### config.mk
export PLATFORM = sky130hd
export DESIGN_NAME = wav_stream_sample_extractor
export DESIGN_NICKNAME = d
export VERILOG_FILES = /design/src/rtl/wsx_pkg.sv /design/src/rtl/wav_stream_sample_extractor.sv /design/src/rtl/wsx_sample_conv.sv /design/src/rtl/wsx_parser.sv /design/src/rtl/wsx_out_buf.sv
export SDC_FILE = /design/constraint.sdc
export NUM_CORES = 1
export LEC_CHECK = 0
export BUFFER_PORTS_ARGS = -buffer_cell sky130_fd_sc_hd__clkbuf_2
export CAP_MARGIN = 20
export CORE_MARGIN = 3
export CORE_UTILIZATION = 55
export CTS_CLUSTER_DIAMETER = 30
export CTS_CLUSTER_SIZE = 16
export DETAILED_ROUTE_END_ITERATION = 16
export MAX_ROUTING_LAYER = met4
export PLACE_DENSITY = 0.7
export SLEW_MARGIN = 40
export SYNTH_ARGS = -nofsm -noshare
export SYNTH_HDL_FRONTEND = slang
export SYNTH_SLANG_ARGS = --single-unit
### constraint.sdc
create_clock -name aclk -period 18.05 [get_ports aclk]
set_input_delay 3.61 -clock aclk [delete_from_list [all_inputs] [get_ports aclk]]
set_output_delay 3.61 -clock aclk [all_outputs]
set_load 0.03 [all_outputs]
### src/rtl/wsx_pkg.sv
// shared types, codes and constants for the wav stream sample extractor
package wsx_pkg;

    localparam int S_TDATA_W = 8;
    localparam int M_TDATA_W = 112;

    localparam logic [31:0] TAG_RIFF = 32'h5249_4646;
    localparam logic [31:0] TAG_WAVE = 32'h5741_5645;
    localparam logic [31:0] TAG_FMT  = 32'h666D_7420;
    localparam logic [31:0] TAG_DATA = 32'h6461_7461;

    localparam logic [15:0] FMT_PCM   = 16'd1;
    localparam logic [15:0] FMT_FLOAT = 16'd3;

    localparam logic [15:0] BITS_8  = 16'd8;
    localparam logic [15:0] BITS_16 = 16'd16;
    localparam logic [15:0] BITS_24 = 16'd24;
    localparam logic [15:0] BITS_32 = 16'd32;

    typedef enum logic [1:0] {
        KIND_SAMPLE     = 2'd0,
        KIND_INFO       = 2'd1,
        KIND_BAD_TAG    = 2'd2,
        KIND_BAD_FORMAT = 2'd3
    } kind_t;

    typedef enum logic [3:0] {
        PH_RIFF  = 4'd0,
        PH_RSIZE = 4'd1,
        PH_WAVE  = 4'd2,
        PH_ID    = 4'd3,
        PH_SIZE  = 4'd4,
        PH_FMT   = 4'd5,
        PH_SKIP  = 4'd6,
        PH_DATA  = 4'd7,
        PH_DONE  = 4'd8
    } phase_t;

    typedef struct packed {
        kind_t              kind;
        logic signed [31:0] sample_q31;
        logic [15:0]        channel_count;
        logic [31:0]        rate_hz;
        logic [15:0]        sample_bits;
        logic [15:0]        format_code;
    } wsx_result_t;

endpackage

### src/rtl/wav_stream_sample_extractor.sv
// top level of the wav byte stream parser and q1.31 sample extractor
//
//  channel | direction | tdata                    | tuser      | per transfer
//  s_      | in        | data_byte                | file_start | one file byte
//  m_      | out       | sample, fmt, stream info | kind       | zero or one result
//
// one byte is taken every cycle while s_tready is high; a result passes the result register or the skid entry before m_
// the parser state and the result register or skid entry update in the cycle of the transfer
// s_tready drops only while both the result register and the skid entry are full
// aresetn clears the parser to the riff tag phase and empties the output side
// file_start on a byte restarts parsing with that byte
module wav_stream_sample_extractor (
    input  logic                          aclk,
    input  logic                          aresetn,
    input  logic                          s_tvalid,
    output logic                          s_tready,
    input  logic [wsx_pkg::S_TDATA_W-1:0] s_tdata,  // [7:0] data_byte
    input  logic                          s_tuser,  // [0] file_start
    output logic                          m_tvalid,
    input  logic                          m_tready,
    // [31:0] sample_q31, [47:32] channel_count, [79:48] rate_hz,
    // [95:80] sample_bits, [111:96] format_code
    output logic [wsx_pkg::M_TDATA_W-1:0] m_tdata,
    output logic [1:0]                    m_tuser   // [1:0] kind
);
    import wsx_pkg::*;

    logic        accept;
    logic        res_valid;
    wsx_result_t res;
    wsx_result_t out_res;

    assign accept = s_tvalid && s_tready;

    wsx_parser u_parser (
        .aclk       (aclk),
        .aresetn    (aresetn),
        .accept     (accept),
        .data_byte  (s_tdata[7:0]),
        .file_start (s_tuser),
        .res_valid  (res_valid),
        .res        (res)
    );

    wsx_out_buf u_out_buf (
        .aclk      (aclk),
        .aresetn   (aresetn),
        .push      (accept && res_valid),
        .push_data (res),
        .in_ready  (s_tready),
        .out_valid (m_tvalid),
        .out_ready (m_tready),
        .out_data  (out_res)
    );

    assign m_tdata = {out_res.format_code, out_res.sample_bits, out_res.rate_hz,
                      out_res.channel_count, out_res.sample_q31};
    assign m_tuser = out_res.kind;

endmodule

### src/rtl/wsx_sample_conv.sv
// sample word to q1.31 conversion for integer and float formats
module wsx_sample_conv (
    input  logic [31:0]        gather,
    input  logic [15:0]        fmt_format,
    input  logic [15:0]        fmt_bits,
    output logic signed [31:0] sample_q31
);
    import wsx_pkg::*;

    logic [7:0]  u8_mag;
    logic [32:0] u8_q;
    logic [31:0] u8_res;
    logic [7:0]  f_ex;
    logic [22:0] f_frac;
    logic        f_neg;
    logic [23:0] f_mant;
    logic [7:0]  f_e;
    logic [7:0]  f_up;
    logic [7:0]  f_dn;
    logic [31:0] f_rnd;
    logic [31:0] f_mag;
    logic [31:0] f_res;

    // 8-bit: |2v-255| * 0x808080 + (|2v-255|+1)/2
    always_comb begin
        u8_mag = gather[7] ? {gather[6:0], 1'b1} : ~{gather[6:0], 1'b0};
        u8_q   = {2'b0, u8_mag, 23'b0} + {10'b0, u8_mag, 15'b0} + {18'b0, u8_mag, 7'b0}
               + {26'b0, u8_mag[7:1]} + 33'd1;
        if (gather[7]) begin
            u8_res = u8_q[32:31] != 2'b00 ? 32'h7FFF_FFFF : u8_q[31:0];
        end else begin
            u8_res = 32'd0 - u8_q[31:0];
        end
    end

    always_comb begin
        f_ex   = gather[30:23];
        f_frac = gather[22:0];
        f_neg  = gather[31];
        f_mant = (f_ex != 8'd0) ? {1'b1, f_frac} : {1'b0, f_frac};
        f_e    = (f_ex != 8'd0) ? f_ex : 8'd1;
        f_up   = f_e - 8'd119;
        f_dn   = 8'd119 - f_e;
        f_rnd  = '0;
        if (f_e >= 8'd119) begin
            f_mag = {8'b0, f_mant} << f_up[2:0];
        end else if (f_dn > 8'd24) begin
            f_mag = '0;
        end else begin
            f_rnd = {8'b0, f_mant} + (32'd1 << (f_dn[4:0] - 5'd1));
            f_mag = f_rnd >> f_dn[4:0];
        end
        if (f_ex == 8'd255 && f_frac != 23'd0) begin
            f_res = '0;
        end else if (f_ex >= 8'd127) begin
            f_res = f_neg ? 32'h8000_0000 : 32'h7FFF_FFFF;
        end else begin
            f_res = f_neg ? 32'd0 - f_mag : f_mag;
        end
    end

    always_comb begin
        if (fmt_format == FMT_FLOAT) begin
            sample_q31 = f_res;
        end else begin
            case (fmt_bits)
                BITS_8:  sample_q31 = u8_res;
                BITS_16: sample_q31 = {gather[15:0], 16'b0};
                BITS_24: sample_q31 = {gather[23:0], 8'b0};
                default: sample_q31 = gather;
            endcase
        end
    end

endmodule

### src/rtl/wsx_parser.sv
// riff/wave chunk walker with fmt capture and sample gathering
module wsx_parser (
    input  logic                 aclk,
    input  logic                 aresetn,
    input  logic                 accept,
    input  logic [7:0]           data_byte,
    input  logic                 file_start,
    output logic                 res_valid,
    output wsx_pkg::wsx_result_t res
);
    import wsx_pkg::*;

    phase_t      phase_reg, phase_next, cur_phase;
    logic [3:0]  pos_reg, pos_next, cur_pos;
    logic [31:0] tag_reg, tag_next, cur_tag;
    logic [31:0] rem_reg, rem_next, cur_rem;
    logic [15:0] fmt_format_reg, fmt_format_next, cur_format;
    logic [15:0] fmt_channels_reg, fmt_channels_next, cur_channels;
    logic [31:0] fmt_rate_reg, fmt_rate_next, cur_rate;
    logic [15:0] fmt_bits_reg, fmt_bits_next, cur_bits;
    logic [31:0] gather_reg, gather_next, cur_gather;

    logic [1:0]         pos2;
    logic [31:0]        tag_new;
    logic [31:0]        gather_new;
    logic [31:0]        rem_new;
    logic [31:0]        rem_dec;
    logic [4:0]         fmt_pos_inc;
    logic [2:0]         data_pos_inc;
    logic [2:0]         need;
    logic               fmt_ok;
    logic signed [31:0] conv_q31;

    wsx_sample_conv u_conv (
        .gather     (gather_new),
        .fmt_format (cur_format),
        .fmt_bits   (cur_bits),
        .sample_q31 (conv_q31)
    );

    always_comb begin
        cur_phase    = file_start ? PH_RIFF : phase_reg;
        cur_pos      = file_start ? 4'd0 : pos_reg;
        cur_tag      = file_start ? 32'd0 : tag_reg;
        cur_rem      = file_start ? 32'd0 : rem_reg;
        cur_format   = file_start ? 16'd0 : fmt_format_reg;
        cur_channels = file_start ? 16'd0 : fmt_channels_reg;
        cur_rate     = file_start ? 32'd0 : fmt_rate_reg;
        cur_bits     = file_start ? 16'd0 : fmt_bits_reg;
        cur_gather   = file_start ? 32'd0 : gather_reg;

        pos2         = cur_pos[1:0];
        tag_new      = {cur_tag[23:0], data_byte};
        gather_new   = cur_gather | ({24'b0, data_byte} << {pos2, 3'b0});
        rem_new      = cur_rem | ({24'b0, data_byte} << {pos2, 3'b0});
        rem_dec      = cur_rem - 32'd1;
        fmt_pos_inc  = {1'b0, cur_pos} + 5'd1;
        data_pos_inc = {1'b0, pos2} + 3'd1;
        need         = (cur_bits[5:3] == 3'd0 || cur_bits[5:3] > 3'd4) ? 3'd4 : cur_bits[5:3];

        if (cur_channels == 16'd0) begin
            fmt_ok = 1'b0;
        end else if (cur_format == FMT_FLOAT) begin
            fmt_ok = cur_bits == BITS_32;
        end else if (cur_format == FMT_PCM) begin
            fmt_ok = cur_bits == BITS_8 || cur_bits == BITS_16
                  || cur_bits == BITS_24 || cur_bits == BITS_32;
        end else begin
            fmt_ok = 1'b0;
        end

        phase_next        = cur_phase;
        pos_next          = cur_pos;
        tag_next          = cur_tag;
        rem_next          = cur_rem;
        fmt_format_next   = cur_format;
        fmt_channels_next = cur_channels;
        fmt_rate_next     = cur_rate;
        fmt_bits_next     = cur_bits;
        gather_next       = cur_gather;

        res_valid         = 1'b0;
        res.kind          = KIND_SAMPLE;
        res.sample_q31    = '0;
        res.channel_count = '0;
        res.rate_hz       = '0;
        res.sample_bits   = cur_bits;
        res.format_code   = cur_format;

        case (cur_phase)
            PH_RIFF, PH_WAVE, PH_ID: begin
                tag_next = tag_new;
                if (pos2 != 2'd3) begin
                    pos_next = {2'b0, pos2} + 4'd1;
                end else begin
                    pos_next = '0;
                    if (cur_phase == PH_ID) begin
                        rem_next   = '0;
                        phase_next = PH_SIZE;
                    end else if (tag_new != (cur_phase == PH_RIFF ? TAG_RIFF : TAG_WAVE)) begin
                        phase_next = PH_DONE;
                        res_valid  = 1'b1;
                        res.kind   = KIND_BAD_TAG;
                    end else begin
                        phase_next = (cur_phase == PH_RIFF) ? PH_RSIZE : PH_ID;
                    end
                end
            end
            PH_RSIZE: begin
                if (pos2 != 2'd3) begin
                    pos_next = {2'b0, pos2} + 4'd1;
                end else begin
                    pos_next   = '0;
                    phase_next = PH_WAVE;
                end
            end
            PH_SIZE: begin
                rem_next = rem_new;
                if (pos2 != 2'd3) begin
                    pos_next = {2'b0, pos2} + 4'd1;
                end else begin
                    pos_next = '0;
                    if (cur_tag == TAG_DATA) begin
                        res_valid = 1'b1;
                        if (!fmt_ok) begin
                            phase_next = PH_DONE;
                            res.kind   = KIND_BAD_FORMAT;
                        end else begin
                            gather_next       = '0;
                            phase_next        = (rem_new != 32'd0) ? PH_DATA : PH_DONE;
                            res.kind          = KIND_INFO;
                            res.channel_count = cur_channels;
                            res.rate_hz       = cur_rate;
                        end
                    end else if (cur_tag == TAG_FMT) begin
                        fmt_format_next   = '0;
                        fmt_channels_next = '0;
                        fmt_rate_next     = '0;
                        fmt_bits_next     = '0;
                        phase_next        = (rem_new != 32'd0) ? PH_FMT : PH_ID;
                    end else begin
                        phase_next = (rem_new != 32'd0) ? PH_SKIP : PH_ID;
                    end
                end
            end
            PH_FMT: begin
                if (cur_pos < 4'd2) begin
                    fmt_format_next = cur_format
                                    | ({8'b0, data_byte} << {cur_pos[0], 3'b0});
                end else if (cur_pos < 4'd4) begin
                    fmt_channels_next = cur_channels
                                      | ({8'b0, data_byte} << {cur_pos[0], 3'b0});
                end else if (cur_pos < 4'd8) begin
                    fmt_rate_next = cur_rate
                                  | ({24'b0, data_byte} << {cur_pos[1:0], 3'b0});
                end else if (cur_pos >= 4'd14) begin
                    fmt_bits_next = cur_bits
                                  | ({8'b0, data_byte} << {cur_pos[0], 3'b0});
                end
                rem_next = rem_dec;
                if (rem_dec == 32'd0) begin
                    pos_next   = '0;
                    phase_next = PH_ID;
                end else if (fmt_pos_inc[4]) begin
                    pos_next   = '0;
                    phase_next = PH_SKIP;
                end else begin
                    pos_next = fmt_pos_inc[3:0];
                end
            end
            PH_SKIP: begin
                rem_next = rem_dec;
                if (rem_dec == 32'd0) begin
                    pos_next   = '0;
                    phase_next = PH_ID;
                end
            end
            PH_DATA: begin
                rem_next = rem_dec;
                if (data_pos_inc >= need) begin
                    res_valid      = 1'b1;
                    res.sample_q31 = conv_q31;
                    pos_next       = '0;
                    gather_next    = '0;
                end else begin
                    pos_next    = {1'b0, data_pos_inc};
                    gather_next = gather_new;
                end
                if (rem_dec == 32'd0) begin
                    phase_next = PH_DONE;
                end
            end
            default: begin
                phase_next = PH_DONE;
            end
        endcase
    end

    always_ff @(posedge aclk) begin
        if (!aresetn) begin
            phase_reg        <= PH_RIFF;
            pos_reg          <= '0;
            tag_reg          <= '0;
            rem_reg          <= '0;
            fmt_format_reg   <= '0;
            fmt_channels_reg <= '0;
            fmt_rate_reg     <= '0;
            fmt_bits_reg     <= '0;
            gather_reg       <= '0;
        end else if (accept) begin
            phase_reg        <= phase_next;
            pos_reg          <= pos_next;
            tag_reg          <= tag_next;
            rem_reg          <= rem_next;
            fmt_format_reg   <= fmt_format_next;
            fmt_channels_reg <= fmt_channels_next;
            fmt_rate_reg     <= fmt_rate_next;
            fmt_bits_reg     <= fmt_bits_next;
            gather_reg       <= gather_next;
        end
    end

endmodule

### src/rtl/wsx_out_buf.sv
// result register with one skid entry
module wsx_out_buf (
    input  logic                 aclk,
    input  logic                 aresetn,
    input  logic                 push,
    input  wsx_pkg::wsx_result_t push_data,
    output logic                 in_ready,
    output logic                 out_valid,
    input  logic                 out_ready,
    output wsx_pkg::wsx_result_t out_data
);
    import wsx_pkg::*;

    logic        out_valid_reg, out_valid_next;
    logic        skid_valid_reg, skid_valid_next;
    wsx_result_t out_data_reg, out_data_next;
    wsx_result_t skid_data_reg, skid_data_next;
    logic        out_take;

    always_comb begin
        out_take        = out_valid_reg && out_ready;
        out_valid_next  = out_valid_reg;
        skid_valid_next = skid_valid_reg;
        out_data_next   = out_data_reg;
        skid_data_next  = skid_data_reg;
        if (skid_valid_reg) begin
            if (out_take) begin
                out_data_next   = skid_data_reg;
                skid_valid_next = 1'b0;
            end
        end else if (push) begin
            if (!out_valid_reg || out_take) begin
                out_valid_next = 1'b1;
                out_data_next  = push_data;
            end else begin
                skid_valid_next = 1'b1;
                skid_data_next  = push_data;
            end
        end else if (out_take) begin
            out_valid_next = 1'b0;
        end
    end

    always_ff @(posedge aclk) begin
        if (!aresetn) begin
            out_valid_reg  <= 1'b0;
            skid_valid_reg <= 1'b0;
        end else begin
            out_valid_reg  <= out_valid_next;
            skid_valid_reg <= skid_valid_next;
        end
    end

    always_ff @(posedge aclk) begin
        out_data_reg  <= out_data_next;
        skid_data_reg <= skid_data_next;
    end

    assign in_ready  = !skid_valid_reg;
    assign out_valid = out_valid_reg;
    assign out_data  = out_data_reg;

endmodule

### Yosys cells after proc, flatten, opt, wreduce, memory -nomap -nowiden

Cells that the tools add are included.

* register bits after elaboration: 414
* bits in latches: 0
* memory bits (writable): 0
* memory bits (read-only): 0
* input port bits: 13
* word-level logic and storage cells: 224
* memories: 0

* add/subtract/negate cells: 14
* multiply operators: 0
* div/mod/pow operators: 0
* magnitude comparators: 9
* equal/unequal tests: 20
* shift-type cells: 5
* mux-type cells: 116
* bitwise operators: 9
* reductions and logical operators: 28

Operator list (number)
* 32-bit 2-to-1 mux: 28
* 114-bit 2-to-1 mux: 4
* 16-bit 2-to-1 mux: 19
* 48-bit 2-to-1 mux: 4
* 32-bit case mux with 3 select lines: 2
* 32-bit case mux with 2 select lines: 2
* 32-bit bitwise OR: 3
* 16-bit case mux with 2 select lines: 3
* 4-bit 2-to-1 mux: 19
* 32-bit by 31-bit == test with 1-bit output, second input constant: 2
* 1-bit by 32-bit subtractor with 32-bit output, first input constant: 2
* 16-bit bitwise OR: 3
* 32-bit by 15-bit adder with 33-bit output: 1
* 33-bit by 1-bit adder with 33-bit output, second input constant: 1
* 33-bit by 7-bit adder with 33-bit output: 1
* 24-bit by 32-bit adder with 32-bit output: 1
* 31-bit by 23-bit adder with 32-bit output: 1
* 16-bit by 5-bit == test with 1-bit output, second input constant: 2
* 32-bit logical NOT: 1
* 32-bit inequality test: 1
* 32-bit nonzero test: 1
* 1-bit by 5-bit left shift with 32-bit output, first input constant: 1
* 24-bit by 3-bit left shift with 32-bit output: 1
* 8-bit by 5-bit left shift with 32-bit output: 1
* 49 further kinds: 97

### Logic depth before layout (Yosys ltp)

* depth after elaboration: 22
* depth in mapped cells: 33
* gate-level depth less buffers: 27

### By module

From an unflattened synthesis, not the netlist that was laid out.

* cell total of the unflattened synthesis: 3153
* area, all modules: 27716.6 sq um

By module, submodules not included
* wsx_parser: instances 1, cells each 1432, area each 10968.0 sq um, seq. area each 3683.5 sq um
* wsx_out_buf: instances 1, cells each 369, area each 8383.0 sq um, seq. area each 6886.6 sq um
* wsx_sample_conv: instances 1, cells each 1350, area each 8353.0 sq um, seq. area each 0.0 sq um
* wav_stream_sample_extractor: instances 1, cells each 2, area each 12.5 sq um, seq. area each 0.0 sq um

### Worst setup path after synthesis

No wires, ideal clock.

* kind: input-to-reg
* from: in s_tuser
* to: reg u_out_buf.skid_data_reg[0] in the netlist's numbering (enable)
* arrival: 14.486 ns
* required time: 17.325 ns
* path slack: 2.838 ns
* cell stages on the path: 18
* cell sequence: buf_4 > buf_4 > buf_4 > buf_2 > buf_2 > buf_2 > buf_2 > buf_2 > buf_1 > nor2b_1 > ha_1 > ha_1 > a21o_1 > a21o_1 > and2_1 > clkbuf_1 > o311ai_0 > nor3_1

* cells in the longest elaborated chain, start to end: 10

RTL lines
* start: declaration: RTL line wav_stream_sample_extractor.sv:18 `input logic s_tuser,`
* 4-bit 2-to-1 mux: RTL line wsx_parser.sv:42 `cur_phase = file_start ? PH_RIFF : phase_reg;`
* 4-bit logical NOT: RTL line wsx_parser.sv:90, wsx_parser.sv:100
* 27-bit 2-to-1 mux: RTL line wsx_parser.sv:100 `end else if (tag_new != (cur_phase == PH_RIFF ? TAG_RIFF : TAG_WAVE)) begin`
* 32-bit inequality test: RTL line wsx_parser.sv:100
* 1-bit 2-to-1 mux: RTL line wsx_parser.sv:100
* 1-bit 2-to-1 mux: RTL line wsx_parser.sv:97 `if (cur_phase == PH_ID) begin`
* 1-bit 2-to-1 mux: RTL line wsx_parser.sv:93 `if (pos2 != 2'd3) begin`
* 1-bit case mux with 3 select lines (*): RTL line wsx_parser.sv:90 `case (cur_phase)`
* 1-bit logical AND (*): RTL line wav_stream_sample_extractor.sv:48 `.push (accept && res_valid),`
* 3-bit AND reduction (no source line) (*)
* end signal: assignment: RTL line wsx_out_buf.sv:56 `skid_data_reg <= skid_data_next;`
* end: declaration: RTL line wsx_out_buf.sv:17 `wsx_result_t skid_data_reg, skid_data_next;`

Mark *: on every way between the ends. The rest lies on a longest branch, timed or not.
A chain may end at the register's enable or synchronous reset.

==> results.json <==
{
  "status": "finished, final reports clean",
  "cap_violations": 0,
  "yosysTopAreaCell": "edfxtp_1",
  "start_kind": "primary input",
  "rsz0062_at_grt": "false",
  "wl_mm": 95.6,
  "drv_slew": 0,
  "cp_data_required_time_ns": 18.40,
  "coreArea_um2": 47100,
  "ys_types": 105,
  "worst_pin_slew_ns": 0.940,
  "wl_met1_mm": 40.3,
  "ant_nets": 0,
  "io_buffer_count": 128,
  "areaGrowthSynthToFinish_pct": 14.5,
  "clk_pin_slew_ns": 0.04,
  "cp_max_fo": 47,
  "die_area_um2": 50900,
  "yosysWarnings": 0,
  "peakVddDrop_uv": 85.4,
  "grt_pass1_wl_mm": 145,
  "grt_pass1_vias": 23983,
  "slowest_stage": "a222oi_1",
  "synthMuxAreaShare_pct": 5.67,
  "fin_crit_sh_pct": 65.2,
  "ys.flop_type": "edfxtp_1",
  "max_freq_ghz": 0.0850,
  "cts_resized": 0,
  "powerDensity_nw_per_um2": 87.4,
  "syn-num-nets": 3068,
  "ys_seq_area_share_pct": 39.9,
  "cts.path.max_buffers": 3,
  "synth_top_family_by_area": "compound AO/OA/AOI/OAI gates",
  "hold_slack_ns": 0.464,
  "mostFrequentLayoutCell": "nand2_1",
  "arrival_ns": 12.12,
  "wl_met3_mm": 10.2,
  "cts_num_sinks": 414,
  "post_cts_buffers": 0,
  "rows": 79,
  "drc": 0,
  "hold_buffers": 0,
  "finalPower_mw": 2.65,
  "synthCells": 3016,
  "insertion_delay_ns": 0.62,
  "root_buffer": "clkbuf_16",
  "synth_area_um2": 26500,
  "synthSimpleGateAreaFrac_pct": 22.9,
  "die_w_um": 226,
  "dp_hpwl_mm": 65.3,
  "synth_compound_area_share_pct": 23.2,
  "synthAdderAreaFrac_pct": 1.87,
  "syn_avg_cell_area_um2": 8.79,
  "die_h_um": 226,
  "cts_buffers": 80,
  "nets": 3102,
  "skew_ns": 0.0293,
  "h-tree-depth": 3,
  "final_cell_mix": "nand2_1 (311), edfxtp_1 (228), nor2_1 (210), dfxtp_1 (185), a21oi_1 (183)",
  "synth-seq-cells": 414,
  "grtUsageTotal_pct": 37.8,
  "wl_per_cell_um": 25.7,
  "grt.overflow.total": 0,
  "cts_tree": "yes",
  "synth_edf_count": 228,
  "grt_max_degree": 97,
  "end_kind": "flop",
  "setup_viol": 0,
  "async_reset_ff_share_pct": 0,
  "synthXorXnorAreaFrac_pct": 1.94,
  "finalHoldViolations": 0,
  "tns_ns": 0,
  "hold_class": "flop to flop",
  "min_period_ns": 11.77,
  "antenna_found_initial": 2,
  "leakagePower_nw": 11.3,
  "firstDrtPassIters": 7,
  "n_fill_cell": 3824,
  "slowest_delay_ns": 0.61,
  "place.gp.congestion": 1.03,
  "highest_layer": "met4",
  "cp_common_cell": "ha_1",
  "synth_top_cell_area_share_pct": 25.8,
  "io_pins": 129,
  "via_per_inst": 6.89,
  "path_class": "primary input to flop",
  "wl_met2_mm": 41.9,
  "start_util_pct": 56.3,
  "dr_total_vias": 25665,
  "synth_area_leaders": "edfxtp_1 (26%), dfxtp_1 (14%), nand2_1 (4.4%)",
  "drt-initial-drc-count": 3773,
  "slew_headroom_pct": 37.0,
  "drive_gt1_share_pct": 17.2
}
-- where the power goes --
group	switching [mW]	internal, mW	total (mW)
Sequential	0.00356	0.989	0.993
Combinational	0.113	0.0470	0.160
Clock	0.523	0.979	1.50
-- critical path, delay by kind of cell --
kind / cells / cell delay, ns
compound gates: 10 / 2.67
buf+inv: 5 / 2.01
simple gates: 10 / 2.24
xor+xnor: 1 / 0.15
mux: 1 / 0.31
fa+ha+maj: 3 / 1.07
-- area by class of cell --
class | instances | area [µm²] | area share, %
Antenna cell | 1 | 2.50 | 0.00825
Clock buffer | 100 | 2170 | 7.15
Clock inverter | 48 | 596 | 1.96
Inverter | 52 | 198 | 0.651
Multi-Input combinational cell | 2310 | 14900 | 49.1
Sequential cell | 414 | 10600 | 34.8
Tap cell | 607 | 759 | 2.50
Timing Repair Buffer | 192 | 1150 | 3.80
-- kinds of logic after synthesis --
kind of cell,after synthesis
AND/OR/NAND/NOR,1195
AO/OA/AOI/OAI,883
flip-flops,414
buffers and inverters,292
multiplexers,135
XOR/XNOR,58
adder cells (fa/ha/maj),39
-- worst paths after layout --
| check | from | endpoint | slack [ns] | depth (start not counted) |
|---|---|---|---|---|
| worst max-delay path | s_tdata[0] | u_out_buf.out_data[100] | 6.28 | 30 |
| worst min-delay path | u_parser.tag_reg[30] | u_parser.tag_reg[30] | 0.46 | 2 |
| worst max register to register | u_parser.pos_reg[1] | u_out_buf.out_data[100] | 8.83 | 29 |
| worst min register to register | u_parser.tag_reg[30] | u_parser.tag_reg[30] | 0.46 | 2 |
-- synthesized netlist by cell type (32+ instances only) --
cell type	number
clkbuf_1	182
dfxtp_1	186
mux2_2	100
inv_1	45
a22oi_1	97
nor3_1	100
a211oi_1	32
ha_1	38
a21oi_1	184
edfxtp_1	228
a31oi_1	39
o21ai_0	148
nor2_1	225
nand4_1	32
nand3_1	85
mux2i_1	32
a32oi_1	50
nor4_1	41
nor2b_1	173
and2_1	85
nand2_1	313
a21boi_0	39
-- through the flow --
| stage | worst slack [ns] | cells | cell area [µm²] | util [%] |
|---|---|---|---|---|
| 2_1_floorplan | 2.84 | 3016 | 26500 | - |
| 3_3_place_gp | 6.11 | 3570 | 27400 | 58.3 |
| 3_5_place_dp | 6.01 | 3574 | 27500 | 58.5 |
| 4_1_cts | 6.61 | 3722 | 30300 | 64.4 |
| 5_1_grt | 5.84 | 3724 | 30300 | 64.5 |
| 6_report | 6.28 | 3724 | 30300 | 64.5 |
-- per-layer routing --
metal / vias to the layer above / track usage, %
met2: 1606 / 56.1
met1: 12405 / 51.9
li1: 11422 / -
met4: 0 / 12.3
met3: 232 / 8.05
met5: - / -
Power figures use the tool's default switching activity.
